### config.mk
export PLATFORM = sky130hd
export DESIGN_NAME = rlc_um_tx_segmenter
export DESIGN_NICKNAME = d
export VERILOG_FILES = /design/src/sv/rlcum_pkg.sv /design/src/sv/rlc_um_tx_segmenter.sv /design/src/sv/rlcum_cfg.sv /design/src/sv/rlcum_ctrl.sv /design/src/sv/rlcum_dp.sv
export SDC_FILE = /design/constraint.sdc
export NUM_CORES = 2
export LEC_CHECK = 0
export ABC_AREA = 1
export ABC_CLOCK_PERIOD_IN_PS = 14960
export BUFFER_PORTS_ARGS = -buffer_cell sky130_fd_sc_hd__buf_4
export CORE_MARGIN = 4
export CORE_UTILIZATION = 44
export CTS_BUF_LIST = sky130_fd_sc_hd__clkbuf_4
export CTS_CLUSTER_SIZE = 24
export DETAILED_ROUTE_END_ITERATION = 16
export SYNTH_ARGS = -nofsm -noshare
export SYNTH_HDL_FRONTEND = slang
export SYNTH_SLANG_ARGS = --single-unit
### constraint.sdc
create_clock -name clk -period 14.96 [get_ports clk]
set_clock_uncertainty 0.2 [all_clocks]
set_input_delay 0.748 -clock clk [delete_from_list [all_inputs] [get_ports clk]]
set_output_delay 0.748 -clock clk [all_outputs]
set_load 0.01 [all_outputs]
### src/sv/rlcum_pkg.sv
// shared types and constants of the unacknowledged-mode transmit segmenter
package rlcum_pkg;

    localparam int unsigned LEN_W   = 16;
    localparam int unsigned COUNT_W = 32;
    localparam int unsigned GRANT_W = 16;
    localparam int unsigned SEQ_W   = 12;
    localparam int unsigned HDR_W   = 3;
    localparam int unsigned BS_W    = 21;
    localparam int unsigned CFG_IDX_W  = 2;
    localparam int unsigned CFG_DATA_W = 8;

    localparam logic [SEQ_W-1:0] SEQ_MASK_6  = 12'h03F;
    localparam logic [SEQ_W-1:0] SEQ_MASK_12 = 12'hFFF;
    localparam logic [BS_W-1:0]  BS_MAX      = 21'h1FFFFF;

    typedef enum logic [2:0] {
        ST_PDU      = 3'd0,
        ST_SMALL    = 3'd1,
        ST_NO_SDU   = 3'd2,
        ST_ACCEPTED = 3'd3,
        ST_DROPPED  = 3'd4
    } status_t;

    typedef enum logic [1:0] {
        SI_FULL   = 2'd0,
        SI_FIRST  = 2'd1,
        SI_LAST   = 2'd2,
        SI_MIDDLE = 2'd3
    } si_t;

    typedef enum logic [CFG_IDX_W-1:0] {
        CFG_SN_SIZE         = 2'd0,
        CFG_HDR_COMPLETE    = 2'd1,
        CFG_HDR_NO_OFFSET   = 2'd2,
        CFG_HDR_WITH_OFFSET = 2'd3
    } cfg_idx_t;

    localparam logic ACT_ENQUEUE = 1'b0;

    typedef struct packed {
        logic             sn_size_12;
        logic [HDR_W-1:0] hdr_complete;
        logic [HDR_W-1:0] hdr_no_offset;
        logic [HDR_W-1:0] hdr_with_offset;
    } cfg_t;

    typedef struct packed {
        logic latch;
        logic exec;
        logic report;
    } cmd_t;

endpackage

### src/sv/rlc_um_tx_segmenter.sv
// top level of the unacknowledged-mode transmit segmenter
//
//  channel   | handshake              | payload
//  ----------+------------------------+--------------------------------------------------
//  command   | start / busy           | action, sdu_size, tag_valid, upper_count,
//            |                        | grant_bytes
//  result    | done (one-cycle pulse) | status, si_code, seq_out, offset_out,
//            |                        | header_length, payload_length, start_notify,
//            |                        | started_count, buffer_state
//  config    | cfg_valid / cfg_ready  | cfg_index, cfg_data
//
// an item goes through latch, segment decision with state update, buffer state sum;
// done pulses once the buffer state sum is registered and busy is low in that cycle,
// so no item is taken before the last is through; the three-state sequencer sets this.
// reset clears the queue count, pointers, active sdu and sequence number; the queue
// memory itself is not cleared. cfg_ready is always high. results cannot be held off.
module rlc_um_tx_segmenter import rlcum_pkg::*;
#(
    parameter int unsigned QUEUE_DEPTH = 16,
    parameter int unsigned LEN_BITS    = 16
)
(
    input  logic                  clk,
    input  logic                  rst_n,
    input  logic                  start,
    output logic                  busy,
    input  logic                  action,
    input  logic [LEN_W-1:0]      sdu_size,
    input  logic                  tag_valid,
    input  logic [COUNT_W-1:0]    upper_count,
    input  logic [GRANT_W-1:0]    grant_bytes,
    output logic                  done,
    output logic [2:0]            status,
    output logic [1:0]            si_code,
    output logic [SEQ_W-1:0]      seq_out,
    output logic [LEN_W-1:0]      offset_out,
    output logic [HDR_W-1:0]      header_length,
    output logic [LEN_W-1:0]      payload_length,
    output logic                  start_notify,
    output logic [COUNT_W-1:0]    started_count,
    output logic [BS_W-1:0]       buffer_state,
    input  logic                  cfg_valid,
    output logic                  cfg_ready,
    input  logic [CFG_IDX_W-1:0]  cfg_index,
    input  logic [CFG_DATA_W-1:0] cfg_data
);

    cfg_t cfg;
    cmd_t cmd;

    rlcum_cfg u_cfg (
        .clk       (clk),
        .rst_n     (rst_n),
        .cfg_valid (cfg_valid),
        .cfg_ready (cfg_ready),
        .cfg_index (cfg_index),
        .cfg_data  (cfg_data),
        .cfg       (cfg)
    );

    rlcum_ctrl u_ctrl (
        .clk   (clk),
        .rst_n (rst_n),
        .start (start),
        .busy  (busy),
        .done  (done),
        .cmd   (cmd)
    );

    rlcum_dp #(
        .QUEUE_DEPTH (QUEUE_DEPTH),
        .LEN_BITS    (LEN_BITS)
    ) u_dp (
        .clk            (clk),
        .rst_n          (rst_n),
        .cmd            (cmd),
        .cfg            (cfg),
        .action         (action),
        .sdu_size       (sdu_size),
        .tag_valid      (tag_valid),
        .upper_count    (upper_count),
        .grant_bytes    (grant_bytes),
        .status         (status),
        .si_code        (si_code),
        .seq_out        (seq_out),
        .offset_out     (offset_out),
        .header_length  (header_length),
        .payload_length (payload_length),
        .start_notify   (start_notify),
        .started_count  (started_count),
        .buffer_state   (buffer_state)
    );

endmodule

### src/sv/rlcum_cfg.sv
// configuration registers of the segmenter
module rlcum_cfg import rlcum_pkg::*;
(
    input  logic                  clk,
    input  logic                  rst_n,
    input  logic                  cfg_valid,
    output logic                  cfg_ready,
    input  logic [CFG_IDX_W-1:0]  cfg_index,
    input  logic [CFG_DATA_W-1:0] cfg_data,
    output cfg_t                  cfg
);

    cfg_t cfg_reg;
    cfg_t cfg_next;

    assign cfg_ready = 1'b1;
    assign cfg       = cfg_reg;

    always_comb
    begin
        cfg_next = cfg_reg;
        if (cfg_valid)
        begin
            case (cfg_idx_t'(cfg_index))
                CFG_SN_SIZE:         cfg_next.sn_size_12      = cfg_data[0];
                CFG_HDR_COMPLETE:    cfg_next.hdr_complete    = cfg_data[HDR_W-1:0];
                CFG_HDR_NO_OFFSET:   cfg_next.hdr_no_offset   = cfg_data[HDR_W-1:0];
                CFG_HDR_WITH_OFFSET: cfg_next.hdr_with_offset = cfg_data[HDR_W-1:0];
                default:             cfg_next = cfg_reg;
            endcase
        end
    end

    always_ff @(posedge clk or negedge rst_n)
    begin
        if (!rst_n)
        begin
            cfg_reg.sn_size_12      <= 1'b0;
            cfg_reg.hdr_complete    <= 3'd1;
            cfg_reg.hdr_no_offset   <= 3'd1;
            cfg_reg.hdr_with_offset <= 3'd3;
        end
        else
        begin
            cfg_reg <= cfg_next;
        end
    end

endmodule

### src/sv/rlcum_ctrl.sv
// sequencing state machine: latch, decide, report
module rlcum_ctrl import rlcum_pkg::*;
(
    input  logic clk,
    input  logic rst_n,
    input  logic start,
    output logic busy,
    output logic done,
    output cmd_t cmd
);

    typedef enum logic [2:0] {
        S_IDLE   = 3'b001,
        S_EXEC   = 3'b010,
        S_REPORT = 3'b100
    } state_t;

    state_t state_reg;
    state_t state_next;
    logic   done_reg;
    logic   done_next;

    assign busy = (state_reg != S_IDLE);
    assign done = done_reg;

    always_comb
    begin
        state_next = state_reg;
        cmd        = '0;
        done_next  = 1'b0;
        case (state_reg)
            S_IDLE:
            begin
                if (start)
                begin
                    cmd.latch  = 1'b1;
                    state_next = S_EXEC;
                end
            end
            S_EXEC:
            begin
                cmd.exec   = 1'b1;
                state_next = S_REPORT;
            end
            S_REPORT:
            begin
                cmd.report = 1'b1;
                done_next  = 1'b1;
                state_next = S_IDLE;
            end
            default:
            begin
                state_next = S_IDLE;
            end
        endcase
    end

    always_ff @(posedge clk or negedge rst_n)
    begin
        if (!rst_n)
        begin
            state_reg <= S_IDLE;
            done_reg  <= 1'b0;
        end
        else
        begin
            state_reg <= state_next;
            done_reg  <= done_next;
        end
    end

endmodule

### src/sv/rlcum_dp.sv
// datapath: sdu queue, active sdu tracking, segment decision and buffer state
module rlcum_dp import rlcum_pkg::*;
#(
    parameter int unsigned QUEUE_DEPTH = 16,
    parameter int unsigned LEN_BITS    = 16
)
(
    input  logic               clk,
    input  logic               rst_n,
    input  cmd_t               cmd,
    input  cfg_t               cfg,
    input  logic               action,
    input  logic [LEN_W-1:0]   sdu_size,
    input  logic               tag_valid,
    input  logic [COUNT_W-1:0] upper_count,
    input  logic [GRANT_W-1:0] grant_bytes,
    output logic [2:0]         status,
    output logic [1:0]         si_code,
    output logic [SEQ_W-1:0]   seq_out,
    output logic [LEN_W-1:0]   offset_out,
    output logic [HDR_W-1:0]   header_length,
    output logic [LEN_W-1:0]   payload_length,
    output logic               start_notify,
    output logic [COUNT_W-1:0] started_count,
    output logic [BS_W-1:0]    buffer_state
);

    localparam int unsigned PTR_W  = (QUEUE_DEPTH > 1) ? $clog2(QUEUE_DEPTH) : 1;
    localparam int unsigned CNT_W  = $clog2(QUEUE_DEPTH + 1);
    localparam int unsigned QB_W   = LEN_W + CNT_W;
    localparam int unsigned SUM_W  = QB_W + 3;
    localparam int unsigned HB_W   = CNT_W + HDR_W;
    localparam int unsigned ENT_W  = LEN_W + 1 + COUNT_W;
    localparam int unsigned KEEP_W = (LEN_BITS >= LEN_W) ? LEN_W : LEN_BITS;
    localparam logic [LEN_W-1:0] LEN_MASK  = {LEN_W{1'b1}} >> (LEN_W - KEEP_W);
    localparam logic [PTR_W-1:0] PTR_LAST  = PTR_W'(QUEUE_DEPTH - 1);
    localparam logic [CNT_W-1:0] CNT_FULL  = CNT_W'(QUEUE_DEPTH);

    // queue memory: {length, tag valid, tag}
    logic [ENT_W-1:0] mem [QUEUE_DEPTH];
    logic [ENT_W-1:0] rd_data_reg;
    logic             wr_en;

    // latched item
    logic               act_reg;
    logic [LEN_W-1:0]   len_reg;
    logic               tagv_reg;
    logic [COUNT_W-1:0] tagc_reg;
    logic [GRANT_W-1:0] grant_reg;

    // block state
    logic [CNT_W-1:0] count_reg,  count_next;
    logic [PTR_W-1:0] rd_ptr_reg, rd_ptr_next;
    logic [PTR_W-1:0] wr_ptr_reg, wr_ptr_next;
    logic [QB_W-1:0]  qbytes_reg, qbytes_next;
    logic             active_reg, active_next;
    logic [LEN_W-1:0] alen_reg,   alen_next;
    logic [LEN_W-1:0] noff_reg,   noff_next;
    logic [SEQ_W-1:0] tx_seq_reg, tx_seq_next;

    // result
    status_t            status_reg,  status_next;
    si_t                si_reg,      si_next;
    logic [SEQ_W-1:0]   seq_reg,     seq_next;
    logic [LEN_W-1:0]   off_reg,     off_next;
    logic [HDR_W-1:0]   hlen_reg,    hlen_next;
    logic [LEN_W-1:0]   pay_reg,     pay_next;
    logic               notify_reg,  notify_next;
    logic [COUNT_W-1:0] started_reg, started_next;
    logic [BS_W-1:0]    bstate_reg,  bstate_next;

    // decision terms
    logic [LEN_W-1:0]   mem_len;
    logic               mem_tagv;
    logic [COUNT_W-1:0] mem_tagc;
    logic               load;
    logic [LEN_W-1:0]   cur_len;
    logic [LEN_W-1:0]   cur_off;
    logic [LEN_W-1:0]   remain;
    logic [GRANT_W-1:0] room_c;
    logic [GRANT_W-1:0] room_w;
    logic [GRANT_W-1:0] space;
    logic               ok;
    logic [SEQ_W-1:0]   seq_mask;

    // buffer state terms
    logic [HB_W-1:0]  hdr_bytes;
    logic [SUM_W-1:0] bs_sum;

    assign mem_len  = rd_data_reg[ENT_W-1 -: LEN_W];
    assign mem_tagv = rd_data_reg[COUNT_W];
    assign mem_tagc = rd_data_reg[COUNT_W-1:0];
    assign seq_mask = cfg.sn_size_12 ? SEQ_MASK_12 : SEQ_MASK_6;

    always_ff @(posedge clk)
    begin
        if (cmd.exec && wr_en)
        begin
            mem[wr_ptr_reg] <= {len_reg, tagv_reg, tagc_reg};
        end
        // head entry is re-read every cycle, so it is current when an item starts
        rd_data_reg <= mem[rd_ptr_reg];
    end

    always_ff @(posedge clk)
    begin
        if (cmd.latch)
        begin
            act_reg   <= action;
            len_reg   <= sdu_size & LEN_MASK;
            tagv_reg  <= tag_valid;
            tagc_reg  <= upper_count;
            grant_reg <= grant_bytes;
        end
    end

    always_comb
    begin
        count_next   = count_reg;
        rd_ptr_next  = rd_ptr_reg;
        wr_ptr_next  = wr_ptr_reg;
        qbytes_next  = qbytes_reg;
        active_next  = active_reg;
        alen_next    = alen_reg;
        noff_next    = noff_reg;
        tx_seq_next  = tx_seq_reg;
        status_next  = ST_SMALL;
        si_next      = SI_FULL;
        seq_next     = '0;
        off_next     = '0;
        hlen_next    = '0;
        pay_next     = '0;
        notify_next  = 1'b0;
        started_next = '0;
        wr_en        = 1'b0;
        ok           = 1'b1;
        space        = '0;

        load    = !active_reg;
        cur_len = load ? mem_len : alen_reg;
        cur_off = load ? '0 : noff_reg;
        remain  = cur_len - cur_off;
        room_c  = grant_reg - GRANT_W'(cfg.hdr_complete);
        room_w  = grant_reg - GRANT_W'(cfg.hdr_with_offset);

        if (act_reg == ACT_ENQUEUE)
        begin
            if (count_reg == CNT_FULL || len_reg == '0)
            begin
                status_next = ST_DROPPED;
            end
            else
            begin
                wr_en       = 1'b1;
                count_next  = count_reg + 1'b1;
                wr_ptr_next = (wr_ptr_reg == PTR_LAST) ? '0 : wr_ptr_reg + 1'b1;
                qbytes_next = qbytes_reg + QB_W'(len_reg);
                status_next = ST_ACCEPTED;
            end
        end
        else if (grant_reg <= GRANT_W'(cfg.hdr_complete))
        begin
            status_next = ST_SMALL;
        end
        else if (load && count_reg == '0)
        begin
            status_next = ST_NO_SDU;
        end
        else
        begin
            if (load)
            begin
                notify_next  = mem_tagv;
                started_next = mem_tagv ? mem_tagc : '0;
                qbytes_next  = qbytes_reg - QB_W'(mem_len);
                count_next   = count_reg - 1'b1;
                rd_ptr_next  = (rd_ptr_reg == PTR_LAST) ? '0 : rd_ptr_reg + 1'b1;
                active_next  = 1'b1;
                alen_next    = mem_len;
                noff_next    = '0;
            end

            if (cur_off == '0)
            begin
                if (remain <= room_c)
                begin
                    si_next   = SI_FULL;
                    hlen_next = cfg.hdr_complete;
                end
                else if (grant_reg <= GRANT_W'(cfg.hdr_no_offset))
                begin
                    ok = 1'b0;
                end
                else
                begin
                    si_next   = SI_FIRST;
                    hlen_next = cfg.hdr_no_offset;
                end
            end
            else if (grant_reg <= GRANT_W'(cfg.hdr_with_offset))
            begin
                ok = 1'b0;
            end
            else
            begin
                hlen_next = cfg.hdr_with_offset;
                si_next   = (remain <= room_w) ? SI_LAST : SI_MIDDLE;
            end

            if (!ok)
            begin
                // sdu stays loaded, only the pdu is refused
                status_next = ST_SMALL;
                si_next     = SI_FULL;
                hlen_next   = '0;
            end
            else
            begin
                space       = grant_reg - GRANT_W'(hlen_next);
                status_next = ST_PDU;
                pay_next    = (space >= remain) ? remain : space;
                if (si_next != SI_FULL)
                begin
                    seq_next = tx_seq_reg & seq_mask;
                    off_next = cur_off;
                end
                if (si_next == SI_FULL || si_next == SI_LAST)
                begin
                    active_next = 1'b0;
                    alen_next   = '0;
                    noff_next   = '0;
                end
                else
                begin
                    noff_next = cur_off + pay_next;
                end
                if (si_next == SI_LAST)
                begin
                    tx_seq_next = (tx_seq_reg + 1'b1) & seq_mask;
                end
            end
        end
    end

    always_ff @(posedge clk or negedge rst_n)
    begin
        if (!rst_n)
        begin
            count_reg  <= '0;
            rd_ptr_reg <= '0;
            wr_ptr_reg <= '0;
            qbytes_reg <= '0;
            active_reg <= 1'b0;
            alen_reg   <= '0;
            noff_reg   <= '0;
            tx_seq_reg <= '0;
        end
        else if (cmd.exec)
        begin
            count_reg  <= count_next;
            rd_ptr_reg <= rd_ptr_next;
            wr_ptr_reg <= wr_ptr_next;
            qbytes_reg <= qbytes_next;
            active_reg <= active_next;
            alen_reg   <= alen_next;
            noff_reg   <= noff_next;
            tx_seq_reg <= tx_seq_next;
        end
    end

    always_ff @(posedge clk)
    begin
        if (cmd.exec)
        begin
            status_reg  <= status_next;
            si_reg      <= si_next;
            seq_reg     <= seq_next;
            off_reg     <= off_next;
            hlen_reg    <= hlen_next;
            pay_reg     <= pay_next;
            notify_reg  <= notify_next;
            started_reg <= started_next;
        end
        if (cmd.report)
        begin
            bstate_reg <= bstate_next;
        end
    end

    // buffer state from the state left by the decision
    always_comb
    begin
        hdr_bytes = HB_W'(count_reg) * HB_W'(cfg.hdr_complete);
        bs_sum    = SUM_W'(qbytes_reg) + SUM_W'(hdr_bytes);
        if (active_reg)
        begin
            bs_sum = bs_sum + SUM_W'(alen_reg - noff_reg) + SUM_W'(cfg.hdr_with_offset);
        end
        bstate_next = (bs_sum > SUM_W'(BS_MAX)) ? BS_MAX : bs_sum[BS_W-1:0];
    end

    assign status         = status_reg;
    assign si_code        = si_reg;
    assign seq_out        = seq_reg;
    assign offset_out     = off_reg;
    assign header_length  = hlen_reg;
    assign payload_length = pay_reg;
    assign start_notify   = notify_reg;
    assign started_count  = started_reg;
    assign buffer_state   = bstate_reg;

endmodule

After elaboration in Yosys (flattened, before gate mapping) --
Memory sizes are Yosys's and may differ from the RTL's. A register that Yosys moved wholly into a read port is not among the register bits. Index checks and enable logic that the tools add are counted.
Storage, ports and cells: output and inout bits 109, memories kept 1, register bits after elaboration 265, logic and storage cells 163, memory bits (writable) 784, bits of input ports 80
Memory list:
- u_dp.mem | words 16, bits a word 49, read ports 1, clocked after Yosys merged registers in 1, wr ports 1, line rlcum_dp.sv:40 | logic [ENT_W-1:0] mem [QUEUE_DEPTH];
Operators by class: $add $sub $neg 16, bitwise operators 10, equality and inequality tests 16, multiply operators 1, multiplexer cells 60, $lt $le $gt $ge 7, reduce and logical (&&, ||, !) cells 24
Operators with widths (number):
- $mux 16 | 7
- $mux 21 | 5
- $le 16x3->1 | 3
- $sub 16x3->16 | 3
- $mux 3 | 12
- $le 16x16->1 | 2
- $logic_not 16->1 | 2
- $mux 5 | 5
- $add 24x24->24 | 1
- $add 24x3->24 | 1
- $and 12x12->12 | 2
- $gt 24x21->1 const B | 1
- $mux 24 | 1
- $add 21x8->22 | 1
- $add 21x16->21 | 1
- $sub 21x16->21 | 1
- $mux 1 | 20
- $sub 16x16->17 | 1
- $add 16x16->16 | 1
- $ge 16x16->1 | 1
- $sub 16x16->16 | 1
- $add 12x1->12 const B | 1
- $mux 12 | 1
- $mux 2 | 6
- 30 further kinds | 54

Depth between registers and ports, before layout --
word-level depth 14, depth in mapped cells 65, gate-level depth less buffers 63

Cells and area by module --
A second synthesis with hierarchy kept.
Unflattened totals: cell total of the unflattened synthesis 4511, area total of the unflattened synthesis 50737.4 um^2
By module, submodules not included:
- rlcum_dp | seq. area each 31665.4 um^2, area an instance 50088.0 um^2, times used 1, cells an instance 4439
- rlcum_cfg | seq. area each 255.2 um^2, area an instance 466.7 um^2, times used 1, cells an instance 52
- rlcum_ctrl | seq. area each 101.3 um^2, area an instance 182.7 um^2, times used 1, cells an instance 20

Worst setup path before layout --
Ideal clock, no wire load.
path kind reg-to-reg, from register u_ctrl.state_reg[2], to memory u_dp.mem[11][0] in the netlist's numbering (enable), buffers on the path 0, period minus slack after synthesis 10.408 ns, arrival 9.752 ns, setup slack 4.552 ns, data required time 14.304 ns, library setup time 0.456 ns, cell stages (with the launch flop) 6, cell sequence dfrtp_1 -> nor3_1 -> inv_1 -> nor2_1 -> nand2_1 -> nor2_1
On the way: longest elaborated chain between the ends 5
RTL lines:
- from (decl) | line rlcum_ctrl.sv:18 | state_t state_reg;
- from (signal assigned) | line rlcum_ctrl.sv:67 | state_reg <= state_next;
- $eq 3x2->1 | line rlcum_ctrl.sv:31 | case (state_reg)
- $mux 1 | line rlcum_ctrl.sv:31
- $logic_and 1x1->1 | line rlcum_dp.sv:97 | if (cmd.exec && wr_en)
- $mux 1 | line rlcum_dp.sv:97
- $mux 1 (not written as such) | line rlcum_dp.sv:99 | mem[wr_ptr_reg] <= {len_reg, tagv_reg, tagc_reg};
- to (decl) | line rlcum_dp.sv:40
No other way between the ends.

Worst setup path after layout --
from register u_dp.active_reg, to register u_dp.noff_reg[15]
On the way: longest elaborated chain between the ends 14, elaborated cells between the ends (all ways) 36, those cells by class 3 x add/sub; 3 x order compare; 1 x eq/ne; 22 x mux; 1 x bitwise; 6 x reduce/logical
RTL lines:
- from (decl) | line rlcum_dp.sv:56 | logic active_reg, active_next;
- from (signal assigned) | line rlcum_dp.sv:264 | active_reg <= active_next;
- $mux 16, on equally long branches | line rlcum_dp.sv:140, rlcum_dp.sv:141
- $sub 16x16->16 | line rlcum_dp.sv:142 | remain = cur_len - cur_off;
- $le 16x16->1 | line rlcum_dp.sv:185 | if (remain <= room_c)
- $mux 3 | line rlcum_dp.sv:185
- $mux 3 | line rlcum_dp.sv:183 | if (cur_off == '0)
- $mux 3 | line rlcum_dp.sv:165 | else if (load && count_reg == '0)
- $mux 3 | line rlcum_dp.sv:161 | else if (grant_reg <= GRANT_W'(cfg.hdr_complete))
- $mux 3 | line rlcum_dp.sv:146 | if (act_reg == ACT_ENQUEUE)
- $sub 16x3->16 | line rlcum_dp.sv:219 | space = grant_reg - GRANT_W'(hlen_next);
- $ge 16x16->1 | line rlcum_dp.sv:221 | pay_next = (space >= remain) ? remain : space;
- $mux 16 | line rlcum_dp.sv:221
- $add 16x16->16 | line rlcum_dp.sv:235 | noff_next = cur_off + pay_next;
- $mux 16 | line rlcum_dp.sv:227 | if (si_next == SI_FULL || si_next == SI_LAST)
- $mux 16 | line rlcum_dp.sv:210 | if (!ok)
- to (signal assigned) | line rlcum_dp.sv:266 | noff_reg <= noff_next;
- to (decl) | line rlcum_dp.sv:58 | logic [LEN_W-1:0] noff_reg, noff_next;
Several ways; a longest one is shown, not always the timed one. The select of a mux whose other input is x is not followed. A chain may end at the register's enable or synchronous reset.

==> flow_summary.toml <==
[yosys]
postSynthCellCount = 4563
synthMuxAreaShare = 0.0166
seq_area_frac_synth = 0.632
synth.largest_area_cell = "edfxtp_1"
synth_top_cell_area_share = 0.567
async_reset_ff_frac = 0.0847
synth-simple-area-share = 0.136
ys_warn_count = 0
synth_ff_type = "edfxtp_1"
synth_edf_count = 956
avgSynthCellArea_sq_um = 11.1
yosysMostFrequentCell = "edfxtp_1"
synthXorXnorAreaFrac = 0.0221
synth_area_leaders = "edfxtp_1 (57%), nand2_1 (5.6%), ha_1 (4.7%), nor2_1 (4.6%), dfrtp_1 (4.3%)"
ys_types = 56
netlist_area_sq_um = 50700
yosys-top-cells-count = "edfxtp_1 (956), nand2_1 (760), nor2_1 (617)"
synth_compound_area_frac = 0.0933
ys_ff_latch = 1098
synthesis.nets = 4855
synth_top_family_by_area = "simple AND/OR/NAND/NOR gates"
synthAdderAreaFrac = 0.0555

[setup_path]
start_kind = "flop"
cp_max_fo = 66
worstSetupPathType = "reg -> reg"
cp-end-kind = "flop"
worstPathArrival_ps = 11090
worstPathRequired_ps = 15790
cp_common_cell = "nand2_1"
slowest_stage = "buf_4"
max_stage_delay_ps = 550

[place]
place_congestion = 0.891
place_ws_ps = 4830
place_inst = 6101
portBuffers = 182
dp.final_hpwl_um = 74900

[clock_tree]
htreeDepth = 5
insertion_delay_ps = 1170
post-cts-setup-buffers = 0
cts_resized = 0
clock_path_buffers = 4
cts_tree = "built"
clk_pin_slew_worst_paths_ps = 70
clock-sinks = 1098
cts_made_buffers = 306
cts_root_buf = "clkbuf_4"

[floorplan]
die_area_sq_um = 121000
die_width_um = 347
initial_utilization = 0.443
core_sq_um = 114000
dieHeight_um = 347
rows = 124
io_pins = 189

[route]
wl_per_cell_um = 19.3
drtPass1Iterations = 6
routed_wl_um = 130000
drc = 0
via_per_inst = 5.26
ant_nets = 0
first_iter_violations = 2709
route.vias.total = 35448

[layout]
fillers = 10289
largest_reg_flops = 784
layout-drive-gt1-share = 0.146
syn2layout_area_growth_pct = 15.5
nNetsFinal = 5294
finalNonFillerCells = 6740

[global_routing]
grt_use_total = 0.211
grt-busiest-layer = "met2"
grt_pass1_wl_um = 198000
grt_pass1_vias = 34390
grt.overflow.total = 0
use_met1 = 0.282
use_met2 = 0.349
grt_max_degree = 221
antenna_found_initial = 4
grtUsageMet3 = 0.0357

[power_and_ir_drop]
p_per_area_nw_per_um2 = 223
clkPwrFrac = 0.203
p_seq_frac = 0.317
leakagePower_uw = 0.0231
p_sw_uw = 5640
switching_share = 0.432
peakVddDrop_mv = 0.167
p_comb_frac = 0.479
p_int_uw = 7420

[sta]
rsz0062_at_grt = "no"
post-route-period-util = 0.686
tns_ps = 0
slew_viol_final = 0
setup_slack_ps = 4700
maxSlewHeadroom = 0.245
post-route-min-period_ps = 10260
holdWs_ps = 153
clock.fmax_mhz = 97.5
tightest_slew_ps = 1130
setup_violations = 0
finalHoldViolations = 0

[flow_run]
max-cap-violations = 0

[run_status]
status = "finished, final reports clean"

[worst_hold_path]
hp-class = "in -> reg"
[power groups by stage]
stage | sequential [uW] | clock, uW | combinational [uW]
2_1_floorplan | 4050 | 0 | 4670
3_3_place_gp | 4200 | 0 | 6150
3_5_place_dp | 4210 | 0 | 6220
4_1_cts | 4140 | 2750 | 6280
5_1_grt | 4180 | 2910 | 7120
6_report | 4140 | 2650 | 6260
[per-layer routing]
layer  wire (um)  share of wire  vias up
met5           0              0        -
met4        3270          0.025        0
met3        6750          0.052      220
met2       62700           0.48      978
met1       57100           0.44    17099
li1            -              -    17151
[kinds of logic (layout without fill, tap and decap cells)]
group / Yosys count / in the layout
simple gates: 1697 / 1697
flops: 1098 / 1098
compound gates: 755 / 755
buf+inv: 588 / 1245
fa+ha+maj: 212 / 212
xor+xnor: 128 / 128
mux: 84 / 84
other cells: 1 / 9
[cells in the final DEF, fill, tap and decap left out, types with 104 or more instances in the layout]
| cell | n |
|---|---|
| a21oi_1 | 119 |
| edfxtp_1 | 956 |
| o32ai_1 | 113 |
| buf_4 | 218 |
| nor2_1 | 599 |
| clkbuf_4 | 447 |
| nand3_1 | 209 |
| ha_1 | 191 |
| inv_1 | 385 |
| nand2_1 | 760 |
| o21ai_0 | 348 |
| dlygate4sd3_1 | 104 |
[cell type report]
type                    count  area, sq um  area share
flip-flops and latches   1098        32000       0.547
multi-input cells        2877        16600       0.283
clock buffers             447         3360      0.0573
repair buffers            325         2740      0.0468
well taps                1512         1890      0.0323
inverters                 394         1490      0.0254
clock inverters            79          439     0.00750
diodes                      8         20.0    0.000342
[worst paths after layout]
check	start	end	slack (ps)	cells past startpoint
min reg2reg	u_ctrl.state_reg[2]$_DFFE_PN0P_	u_ctrl.state_reg[2]$_DFFE_PN0P_	290	1
min	upper_count[28]	u_dp.tagc_reg[28]$_DFFE_PP_	150	2
max reg2reg	u_dp.active_reg$_DFFE_PN0P_	u_dp.noff_reg[15]$_DFFE_PN0P_	4700	55
max in group asynchronous	rst_n	u_dp.rd_ptr_reg[0]$_DFFE_PN0P_	12970	4
max	u_dp.active_reg$_DFFE_PN0P_	u_dp.noff_reg[15]$_DFFE_PN0P_	4700	55
min in group asynchronous	rst_n	u_cfg.cfg[9]$_DFFE_PN0P_	510	3
[worst max-delay path, delay by kind of cell, from the launching register on]
| kind | cells | cell delay [ps] |
|---|---|---|
| flip-flops | 1 | 360 |
| AND/OR/NAND/NOR | 31 | 3720 |
| buffers and inverters | 10 | 1760 |
| XOR/XNOR | 1 | 340 |
| AO/OA/AOI/OAI | 6 | 1610 |
| adder cells (fa/ha/maj) | 7 | 2190 |
[per-stage QoR]
stage	total power (uW)	area (sq um)	utilization
4_1_cts	13200	58500	0.512
3_5_place_dp	10400	53600	0.469
2_1_floorplan	8720	50700	-
6_report	13100	58500	0.512
3_3_place_gp	10300	53600	0.469
5_1_grt	14200	58500	0.512
[repair_timing]
item,4_1_cts,5_1_grt
hold buffers,105,0
endpoints found under the setup margin,0,0
endpoints found under the hold margin,124,0
(Power assumes the default switching activity.)
